`src/rtl/brobs_pkg.sv`:
```
`timescale 1ns / 1ps
// ----------------------------------------------------------------------------
// brobs_pkg
// shared sizes, fixed-point helpers and divider handshake types for the
// bordered rank-one block solver
// ----------------------------------------------------------------------------
package brobs_pkg;

  localparam int DIMS   = 3;
  localparam int BLOCKS = 12;

  localparam int IDX_W  = (BLOCKS > 1) ? $clog2(BLOCKS) : 1;
  localparam int CNT_W  = $clog2(BLOCKS + 1);
  localparam int PROD_W = 48;
  localparam int ACC_W  = 50;

  localparam logic signed [31:0] Q_MAX = 32'sh7fff_ffff;
  localparam logic signed [31:0] Q_MIN = 32'sh8000_0000;
  localparam logic signed [31:0] Q_ONE = 32'sh0001_0000;

  localparam logic [2:0] CFG_NORMAL_X   = 3'd0;
  localparam logic [2:0] CFG_NORMAL_Y   = 3'd1;
  localparam logic [2:0] CFG_NORMAL_Z   = 3'd2;
  localparam logic [2:0] CFG_DIAG_SHIFT = 3'd3;

  typedef struct packed {
    logic              start;
    logic signed [31:0] num;
    logic signed [31:0] den;
  } div_req_t;

  typedef struct packed {
    logic              busy;
    logic              done;
    logic              zero;
    logic signed [31:0] quo;
  } div_rsp_t;

  function automatic logic signed [31:0] sat_acc(input logic signed [ACC_W-1:0] v);
    logic signed [ACC_W-1:0] hi;
    logic signed [ACC_W-1:0] lo;
    hi = ACC_W'(Q_MAX);
    lo = ACC_W'(Q_MIN);
    if (v > hi) return Q_MAX;
    if (v < lo) return Q_MIN;
    return v[31:0];
  endfunction

  function automatic logic signed [31:0] qsat(input logic signed [PROD_W-1:0] p);
    return sat_acc(ACC_W'(p));
  endfunction

  function automatic logic signed [31:0] qadd(input logic signed [31:0] a,
                                              input logic signed [31:0] b);
    return sat_acc(ACC_W'(a) + ACC_W'(b));
  endfunction

  function automatic logic signed [31:0] qsub(input logic signed [31:0] a,
                                              input logic signed [31:0] b);
    return sat_acc(ACC_W'(a) - ACC_W'(b));
  endfunction

  // full product, round half up, floor shift by 16
  function automatic logic signed [PROD_W-1:0] mulround(input logic signed [31:0] a,
                                                        input logic signed [31:0] b);
    logic signed [63:0] pr;
    pr = 64'(a) * 64'(b) + 64'sd32768;
    return pr[63:16];
  endfunction

endpackage

```
`src/rtl/brobs_div.sv`:
```
`timescale 1ns / 1ps
// ----------------------------------------------------------------------------
// brobs_div
// radix-2 restoring divider: (num * 2^16) / den, truncated toward zero and
// saturated to 32 bits; a zero divisor saturates and flags at once
// ----------------------------------------------------------------------------
module brobs_div import brobs_pkg::*; (
  input  logic     clk_i,
  input  logic     rst_ni,
  input  div_req_t req_i,
  output div_rsp_t rsp_o
);

  logic              busy_q, busy_d;
  logic              done_q, done_d;
  logic              zero_q, zero_d;
  logic signed [31:0] quo_q, quo_d;
  logic [47:0]       nq_q, nq_d;
  logic [32:0]       rem_q, rem_d;
  logic [31:0]       dv_q, dv_d;
  logic              neg_q, neg_d;
  logic [5:0]        cnt_q, cnt_d;

  logic [31:0] num_abs;
  logic [31:0] den_abs;
  logic [32:0] rem_sh;
  logic        fits;
  logic [47:0] nq_nx;

  always_comb begin
    num_abs = req_i.num[31] ? (~req_i.num + 32'd1) : req_i.num;
    den_abs = req_i.den[31] ? (~req_i.den + 32'd1) : req_i.den;
    rem_sh  = {rem_q[31:0], nq_q[47]};
    fits    = rem_sh >= {1'b0, dv_q};
    nq_nx   = {nq_q[46:0], fits};

    busy_d = busy_q;
    done_d = 1'b0;
    zero_d = zero_q;
    quo_d  = quo_q;
    nq_d   = nq_q;
    rem_d  = rem_q;
    dv_d   = dv_q;
    neg_d  = neg_q;
    cnt_d  = cnt_q;

    if (busy_q) begin
      rem_d = fits ? (rem_sh - {1'b0, dv_q}) : rem_sh;
      nq_d  = nq_nx;
      cnt_d = cnt_q - 6'd1;
      if (cnt_q == 6'd0) begin
        busy_d = 1'b0;
        done_d = 1'b1;
        if (neg_q) begin
          quo_d = (nq_nx > 48'h0000_8000_0000) ? Q_MIN : (~nq_nx[31:0] + 32'd1);
        end else begin
          quo_d = (nq_nx > 48'h0000_7fff_ffff) ? Q_MAX : nq_nx[31:0];
        end
      end
    end else if (req_i.start) begin
      if (req_i.den == 32'sd0) begin
        done_d = 1'b1;
        zero_d = 1'b1;
        quo_d  = req_i.num[31] ? Q_MIN : Q_MAX;
      end else begin
        busy_d = 1'b1;
        zero_d = 1'b0;
        nq_d   = {num_abs, 16'h0000};
        rem_d  = '0;
        dv_d   = den_abs;
        neg_d  = req_i.num[31] ^ req_i.den[31];
        cnt_d  = 6'd47;
      end
    end
  end

  always_ff @(posedge clk_i or negedge rst_ni) begin
    if (!rst_ni) begin
      busy_q <= 1'b0;
      done_q <= 1'b0;
      cnt_q  <= '0;
    end else begin
      busy_q <= busy_d;
      done_q <= done_d;
      cnt_q  <= cnt_d;
    end
  end

  always_ff @(posedge clk_i) begin
    zero_q <= zero_d;
    quo_q  <= quo_d;
    nq_q   <= nq_d;
    rem_q  <= rem_d;
    dv_q   <= dv_d;
    neg_q  <= neg_d;
  end

  assign rsp_o.busy = busy_q;
  assign rsp_o.done = done_q;
  assign rsp_o.zero = zero_q;
  assign rsp_o.quo  = quo_q;

endmodule

```
`config.mk`:
```
export PLATFORM = sky130hd
export DESIGN_NAME = brobs_div
export DESIGN_NICKNAME = d
export VERILOG_FILES = /design/src/rtl/brobs_pkg.sv /design/src/rtl/brobs_div.sv
export SDC_FILE = /design/constraint.sdc
export NUM_CORES = 1
export LEC_CHECK = 0
export BUFFER_PORTS_ARGS = -buffer_cell sky130_fd_sc_hd__buf_4
export CORE_MARGIN = 3
export CORE_UTILIZATION = 45
export CTS_BUF_LIST = sky130_fd_sc_hd__clkbuf_4
export DETAILED_ROUTE_END_ITERATION = 10
export PLACE_DENSITY = 0.69
export SYNTH_ARGS = -nofsm -noshare
export SYNTH_HDL_FRONTEND = slang
export SYNTH_SLANG_ARGS = --single-unit
```
`constraint.sdc`:
```
create_clock -name clk_i -period 10 [get_ports clk_i]
set_clock_uncertainty 0.2 [all_clocks]
set_input_delay 1.5 -clock clk_i [delete_from_list [all_inputs] [get_ports clk_i]]
set_output_delay 1.5 -clock clk_i [all_outputs]
set_load 0.005 [all_outputs]
```
==> results of run 1 <==
-- cell type report --
| class | count | area (um2) |
|---|---|---|
| Fill cell | 1931 | 10200 |
| Timing Repair Buffer | 108 | 810.8 |
| Clock inverter | 11 | 78.83 |
| Inverter | 53 | 198.9 |
| Tap cell | 275 | 344.1 |
| Antenna cell | 1 | 2.502 |
| Multi-Input combinational cell | 770 | 4906 |
| Clock buffer | 21 | 157.7 |
| Sequential cell | 154 | 4586 |
-- cells in the final DEF, fill, tap and decap left out, types with 3 or more instances in the layout --
cell type / Yosys / routed
a211oi_1: 7 / 7
a21o_1: 18 / 18
a21oi_1: 74 / 74
a221oi_1: 3 / 3
a31oi_1: 14 / 14
and2_1: 17 / 17
and3_1: 5 / 5
and4_1: 3 / 3
buf_4: 3 / 108
clkbuf_4: 0 / 21
clkinv_1: 0 / 6
dfrtp_1: 8 / 7
edfxtp_1: 146 / 146
ha_1: 37 / 37
inv_1: 52 / 52
mux2i_1: 11 / 11
nand2_1: 110 / 109
nand2b_1: 12 / 12
nand3_1: 33 / 33
nand4_1: 3 / 3
nor2_1: 78 / 78
nor2b_1: 8 / 7
nor3_1: 27 / 27
nor4_1: 13 / 13
o211ai_1: 4 / 4
o21a_1: 5 / 5
o21ai_0: 81 / 81
o22ai_1: 9 / 8
o31ai_1: 21 / 21
o41ai_1: 11 / 11
or3_1: 10 / 10
or4_1: 14 / 14
or4_4: 7 / 7
xnor2_1: 51 / 51
xor2_1: 37 / 37
-- power by group --
part           leakage (nW)  switching [W]  internal [W]
sequential             1.58       0.000179      0.000994
clock                 0.138       0.000216      0.000130
combinational          2.69       0.000712      0.000518
total                  4.40        0.00111       0.00164
-- state kept, by name, summed over array words and instances, names as in the netlist --
name    count
rem_q      32
cnt_q       6
neg_q       1
nq_q       48
zero_q      1
quo_q      32
busy_q      1
done_q      1
dv_q       32
-- cell usage after synthesis (3+ instances only) --
| library cell | number | area share [%] |
|---|---|---|
| a211oi_1 | 7 | 0.53 |
| a21o_1 | 18 | 1.4 |
| a21oi_1 | 74 | 3.8 |
| a221oi_1 | 3 | 0.27 |
| a31oi_1 | 14 | 0.89 |
| and2_1 | 17 | 1.1 |
| and3_1 | 5 | 0.32 |
| and4_1 | 3 | 0.27 |
| buf_1 | 4 | 0.15 |
| buf_4 | 3 | 0.23 |
| clkbuf_1 | 41 | 1.6 |
| dfrtp_1 | 8 | 2.0 |
| edfxtp_1 | 146 | 44 |
| ha_1 | 37 | 4.7 |
| inv_1 | 52 | 2.0 |
| mux2i_1 | 11 | 1.1 |
| nand2_1 | 110 | 4.2 |
| nand2b_1 | 12 | 0.76 |
| nand3_1 | 33 | 1.7 |
| nand4_1 | 3 | 0.19 |
| nor2_1 | 78 | 3.0 |
| nor2b_1 | 8 | 0.51 |
| nor3_1 | 27 | 1.4 |
| nor4_1 | 13 | 0.82 |
| o211ai_1 | 4 | 0.30 |
| o21a_1 | 5 | 0.38 |
| o21ai_0 | 81 | 4.1 |
| o22ai_1 | 9 | 0.57 |
| o31ai_1 | 21 | 1.6 |
| o41ai_1 | 11 | 0.98 |
| or3_1 | 10 | 0.63 |
| or4_1 | 14 | 1.1 |
| or4_4 | 7 | 0.80 |
| xnor2_1 | 51 | 4.5 |
| xor2_1 | 37 | 3.3 |
-- metal layers --
metal	part of all wire, %	wire [um]	global-route usage [%]	vias to the layer above
met5	0	0	0	-
li1	-	-	-	3939
met1	46	10550	26.73	3759
met2	47	10590	30.28	255
met3	6.3	1422	3.771	13
met4	0.77	176	3.827	0
-- per-stage QoR --
stage               setup slack [ns]  instances  total power, W  cell area (um2)  util [%]
floorplan                      3.975       1027        0.002079             9874         -
global placement               4.611       1360        0.002371            10850     50.95
detailed placement             4.365       1360        0.002403            10850     50.95
CTS                            4.331       1392        0.002752            11080     52.06
global route                   3.889       1393        0.002984            11080     52.07
finish                         4.198       1393        0.002748            11080     52.07
-- worst max path at each step --
stage / cells past startpoint / to / start / slack (ns)
floorplan: 7 / nq_q[0] / req_i[19] / 3.98
global placement: 17 / quo_q[15] / rem_q[20] / 4.61
detailed placement: 17 / quo_q[15] / rem_q[20] / 4.37
CTS: 17 / quo_q[15] / rem_q[20] / 4.33
global route: 17 / quo_q[15] / rem_q[20] / 3.89
finish: 17 / quo_q[15] / rem_q[20] / 4.20
-- kinds of logic (layout without fill, tap and decap cells) --
logic type	Yosys count	count (layout)	share of synthesized area, %
flip-flops	154	154	46.43
buffers and inverters	103	193	4.055
AO/OA/AOI/OAI	276	276	17.52
adder cells (fa/ha/maj)	38	38	4.891
other	0	1	0
XOR/XNOR	88	88	7.805
AND/OR/NAND/NOR	356	356	18.07
multiplexers	12	12	1.229
==> results.tsv, run 1 <==
stage	metric	value	unit
global_routing	largest net degree at the start of global routing	84	
routing	residual DRC count	0	
global_routing	antenna violations before repair	1	
setup_path	Worst path slowest cell	nand2_1	
sta	Worst Tran Pin Value	1.124	ns
routing	WL final	22730	um
run_status	outcome	finished clean	
routing	antenna viol nets, final	0	
sta	Setup Viol. Count Final	0	
sta	Slew HR	25.08	%
routing	total number of vias	7966	
setup_path	CP startpoint kind	flop	
setup_path	crit end category	flop	
global_routing	GRT overflow	0	
global_routing	first-pass GRT wire length	37160	um
sta	unrepaired setup endpoints after global routing	false	
setup_path	WS Path Type	reg2reg	
cells_and_area	layout cell share with drive strength beyond 1	14.23	%
setup_path	R2R Setup Slk	4.20	ns
cells_and_area	nets	1209	
routing	routed len/inst	16.32	um
global_routing	Total GRT Usage	18.86	%
global_routing	vias in the first global route	7365	
setup_path	slowest stage delay, CP	0.59	ns
setup_path	FF-to-FF End	quo_q[15]	
sta	Final Max Slew Viols	0	
clock_network	Clk Tree Root Cell	clkbuf_4	
yosys	number of synthesized flops with an enable pin	146	
sta	Worst Hold Margin	0.3110	ns
hold_path	Hold Path Sink	cnt_q[0]	
routing	Starting DRT DRC Count	518	
yosys	FF+latch count, synth	154	
run	Max Cap Viol	0	
yosys	sequential element share of the synthesized area	46.43	%
clock_network	# H-tree levels	4	
yosys	cell count after synthesis	1027	
pwr	Leak	4.403	nW
clock_network	clk_lat worst skew	0.55	ns
placement	global placer's final weighted congestion	0.8713	
setup_path	Crit path max-delay family	simple AND/OR/NAND/NOR gates	
yosys	Async SR Flop Fraction	5.195	%
placement	dpl hpwl	15920	um
setup_path	CP Cell Sequence	ha_1 > a21oi_1 > o21ai_0 > a2111o_1 > o32ai_1 > nand3_1 > and2_1 > inv_1 > ha_1 > or3b_1 > nor2_1 > nand3_1 > or4_4 > a21oi_4 > nand2_1 > a2111oi_0 > a311o_1	
sta	Setup TNS Final	0	ns
yosys	Synth warnings	0	
clock_network	Clock Sinks	154	
clock_network	total setup buffers inserted after CTS	0	
hold_path	Worst Hold Depth	1	
floorplan	Starting Density	46.39	%
clock_network	CTS resizes	0	
floorplan	chip height	154.1	um
routing	TritonRoute pass-1 iters	5	
floorplan	I/O pin count	102	
sta	fin crit period	5.802	ns
setup_path	CP max FO	20	
clock_network	clock tree buffer depth	2	
floorplan	Die Wd	154.1	um
hold_path	Hold Path Origin	cnt_q[0]	
sta	f_max	0.1724	GHz
setup_path	Req. time, crit path	10.21	ns
pwr	pwr dens	247.9	mW/mm2
sta	Hold Fails Final Rpt	0	
clock_network	Hold Buf Count CTS	0	
clock_network	clock-pin slew on the worst setup and hold paths	0.12	ns
hold_path	type of the most critical hold path	reg2reg	
yosys	Yosys cell types	70	
yosys	Avg Inst Size Synth	9.615	um2
pwr	maximum VDD drop	201.2	uV
yosys	Primary FF master, synth	edfxtp_1	
floorplan	die area	0.02376	mm2
floorplan	Cell Rows	53	
setup_path	crit path DAT	6.01	ns
floorplan	Core ar.	0.02129	mm2
yosys	syn nets	1132	
placement	count of input and output buffers	101	
setup_path	worst reg2reg path depth	17	
clock_network	CTS tree	yes	
clock_network	CTS Buf Count	17	
yosys	Post-Synthesis Cell Area	0.009874	mm2
routing	vias per inst	5.719	
setup_path	Worst Path Buf+Inv	1	
sta	period utilization	58.02	%
cells_and_area	area grow syn2layout	12.25	%
setup_path	r2r startpoint	rem_q[20]	
No activity file was read; power rests on OpenSTA's default activity.
==> run 2: changes to the inputs <==
ABC_AREA = 1   (was not set)
PLACE_DENSITY = 0.71   (was 0.69)
clock period = 5.03 ns   (was 10 ns; I/O delays follow)
==> results.tsv, run 2 <==
stage	metric	value	unit	change
floorplan	chip height	161	um	was 154.1 um
cells_and_area	layout cell share with drive strength beyond 1	14.06	%	was 14.23%
cells_and_area	commonest non-fill, non-tap cells in the layout	nand2_1, inv_1, edfxtp_1, nor2_1, a21oi_1		was edfxtp_1, nand2_1, buf_4, o21ai_0, nor2_1
setup_path	CP max FO	30		was 20
yosys	Synth warnings	0		unchanged
sta	Worst Hold Margin	0.1635	ns	was 0.3110 ns
yosys	Yosys cell types	55		was 70
setup_path	Req. time, crit path	5.24	ns	was 10.21 ns
clock_network	clock tree buffer depth	2		unchanged
global_routing	largest net degree at the start of global routing	81		was 84
cells_and_area	final instance area	0.01214	mm2	was 0.01108 mm2
global_routing	antenna violations before repair	1		unchanged
yosys	count leader, synth	nand2_1		was edfxtp_1
cells_and_area	commonest non-fill, non-tap cell in the layout	nand2_1		was edfxtp_1
global_routing	GRT overflow	0		unchanged
sta	Setup TNS Final	0	ns	unchanged
setup_path	CP startpoint kind	flop		unchanged
setup_path	R2R Setup Slk	1.09	ns	was 4.20 ns
clock_network	clk_lat worst skew	0.57	ns	was 0.55 ns
setup_path	FF-to-FF End	quo_q[7]		was quo_q[15]
cells_and_area	largest reg by FF count	nq_q		unchanged
setup_path	r2r startpoint	rem_q[3]		was rem_q[20]
sta	period utilization	78.33	%	was 58.02%
yosys	Primary FF master, synth	edfxtp_1		unchanged
sta	fin crit period	3.940	ns	was 5.802 ns
yosys	top cell type's share of synthesized area	40.55	%	was 44.40%
floorplan	Cell Rows	56		was 53
yosys	Synth area leaders	edfxtp_1, nand2_1, inv_1		was edfxtp_1, ha_1, xnor2_1
yosys	sequential element share of the synthesized area	42.40	%	was 46.43%
pwr	maximum VDD drop	224.7	uV	was 201.2 uV
sta	Slew HR	26.34	%	was 25.08%
yosys	Async SR Flop Fraction	5.195	%	unchanged
sta	unrepaired setup endpoints after global routing	false		unchanged
floorplan	Core ar.	0.02354	mm2	was 0.02129 mm2
hold_path	Hold Path Origin	req_i[0]		was cnt_q[0]
run	Max Cap Viol	0		unchanged
placement	dpl hpwl	20410	um	was 15,920 um
yosys	cell count after synthesis	1351		was 1,027
yosys	number of synthesized flops with an enable pin	146		unchanged
routing	WL final	27410	um	was 22,730 um
clock_network	clock-pin slew on the worst setup and hold paths	0.16	ns	was 0.12 ns
clock_network	# H-tree levels	4		unchanged
setup_path	Top cell by count, worst path	nand2_1		
placement	placed cell area	0.01182	mm2	was 0.01085 mm2
floorplan	Die Wd	161	um	was 154.1 um
routing	vias per inst	5.381		was 5.719
hold_path	Worst Hold Depth	1		unchanged
sta	Hold Fails Final Rpt	0		unchanged
routing	total number of vias	9529		was 7,966
floorplan	Starting Density	45.92	%	was 46.39%
routing	residual DRC count	0		unchanged
placement	count of input and output buffers	101		unchanged
cells_and_area	Largest register FFs	48		unchanged
setup_path	Critical Path Source	rem_q[3]		was rem_q[20]
sta	Setup Viol. Count Final	0		unchanged
global_routing	vias in the first global route	8895		was 7,365
floorplan	die area	0.02592	mm2	was 0.02376 mm2
setup_path	CP Cell Sequence	ha_1 > a21oi_1 > nand2_1 > nand2_1 > nand3_2 > nand2_2 > nand2_4 > nand2_4 > nand2_4 > inv_4 > ha_1 > nand3_2 > nor2_1 > nand3_1 > inv_1 > nand4_1 > nand2_1 > nand2_1 > inv_2 > o211ai_1 > a21oi_1		was ha_1 > a21oi_1 > o21ai_0 > a2111o_1 > o32ai_1 > nand3_1 > and2_1 > inv_1 > ha_1 > or3b_1 > nor2_1 > nand3_1 > or4_4 > a21oi_4 > nand2_1 > a2111oi_0 > a311o_1
routing	TritonRoute pass-1 iters	6		was 5
run_status	outcome	finished clean		unchanged
setup_path	Worst Path Buf+Inv	3		was 1
hold_path	type of the most critical hold path	in2reg		was reg2reg
pwr	Leak	5.272	nW	was 4.403 nW
setup_path	critical path depth	21		was 17
cells_and_area	fin cells	1771		was 1,393
setup_path	WS Path Type	reg2reg		unchanged
setup_path	crit path DAT	4.15	ns	was 6.01 ns
cells_and_area	# fillers	2285		was 1,931
setup_path	crit end category	flop		unchanged
sta	Worst Tran Pin Value	1.105	ns	was 1.124 ns
yosys	Avg Inst Size Synth	8.003	um2	was 9.615 um2
yosys	commonest cells in the netlist	nand2_1, inv_1, edfxtp_1, nor2_1, a21oi_1		was edfxtp_1, nand2_1, o21ai_0
hold_path	Hold Path Sink	dv_q[0]		was cnt_q[0]
yosys	FF+latch count, synth	154		unchanged
setup_path	slowest stage delay, CP	0.42	ns	was 0.59 ns
global_routing	Total GRT Usage	20.85	%	was 18.86%
placement	global placer's final weighted congestion	0.9603		was 0.8713
cells_and_area	Layout Utilization	51.56	%	was 52.07%
yosys	Post-Synthesis Cell Area	0.01081	mm2	was 0.009874 mm2
sta	f_max	0.2538	GHz	was 0.1724 GHz
clock_network	Clock Sinks	154		unchanged
clock_network	total setup buffers inserted after CTS	0		unchanged
floorplan	I/O pin count	102		unchanged
setup_path	Worst path slowest cell	edfxtp_1		was nand2_1
clock_network	CTS Buf Count	17		unchanged
routing	Starting DRT DRC Count	1007		was 518
routing	antenna viol nets, final	0		unchanged
pwr	pwr dens	491.3	mW/mm2	was 247.9 mW/mm2
placement	Placed Cells	1737		was 1,360
sta	Final Max Slew Viols	0		unchanged
clock_network	CTS tree	yes		unchanged
cells_and_area	area grow syn2layout	12.27	%	was 12.25%
routing	routed len/inst	15.47	um	was 16.32 um
global_routing	first-pass GRT wire length	44350	um	was 37,160 um
yosys	syn nets	1456		was 1,132
clock_network	Clk Tree Root Cell	clkbuf_4		unchanged
cells_and_area	nets	1543		was 1,209
setup_path	worst reg2reg path depth	21		was 17
setup_path	Crit path max-delay family	simple AND/OR/NAND/NOR gates		unchanged
yosys	Synth area leader	edfxtp_1		unchanged
-- run 2: per-stage QoR --
step	setup WS, ns	power [W]
finish	1.090	0.005963
global route	0.7851	0.006434
CTS	1.128	0.005949
detailed placement	1.188	0.005103
global placement	1.290	0.005041
floorplan	1.240	0.004384
-- run 2: report_power, final --
part	internal, W	switching [W]	leakage, nW
registers	0.00203	0.000361	1.53
clock network	0.000362	0.000483	0.160
logic	0.00100	0.00173	3.58
-- run 2: area by class of cell --
type	instances	area, um2	area share (%)
Inverter	203	764.5	6.298
Multi-Input combinational cell	952	5248	43.23
Clock inverter	13	167.7	1.381
Tap cell	319	399.1	3.288
Sequential cell	154	4586	37.78
Timing Repair Buffer	110	828.3	6.824
Antenna cell	1	2.502	0.02062
Clock buffer	19	142.6	1.175
-- run 2: kinds of logic (layout without fill, tap and decap cells) --
group	after synthesis	count (layout)	share of synthesized area, %
buf+inv	245	345	9.085
other cells	0	1	0
flops	154	154	42.40
xor+xnor	69	69	5.590
compound gates	284	284	14.30
fa+ha+maj	38	38	4.467
simple gates	561	561	24.15
-- run 2: what timing repair did --
item                                    CTS  global route
hold buffers                              1             0
endpoints found under the setup margin    0             0
resized for setup                         0             0
hold endpoints to repair                  8             0
-- run 2: worst max-delay path by stage --
| stage | endpoint | slack (ns) |
|---|---|---|
| 3_3_place_gp | quo_q[18] | 1.29 |
| 4_1_cts | quo_q[7] | 1.13 |
| 3_5_place_dp | quo_q[7] | 1.19 |
| 6_report | quo_q[7] | 1.09 |
| 2_1_floorplan | nq_q[0] | 1.24 |
| 5_1_grt | quo_q[4] | 0.79 |
-- run 2: routing by layer --
metal | vias to the layer above | global-route usage, % | share of wire, % | wire, um
li1 | 4714 | - | - | -
met1 | 4423 | 30.02 | 46 | 12740
met2 | 348 | 32.66 | 45 | 12400
met4 | 0 | 5.866 | 1.8 | 497
met3 | 44 | 3.514 | 6.4 | 1766
met5 | - | 0 | 0 | 0
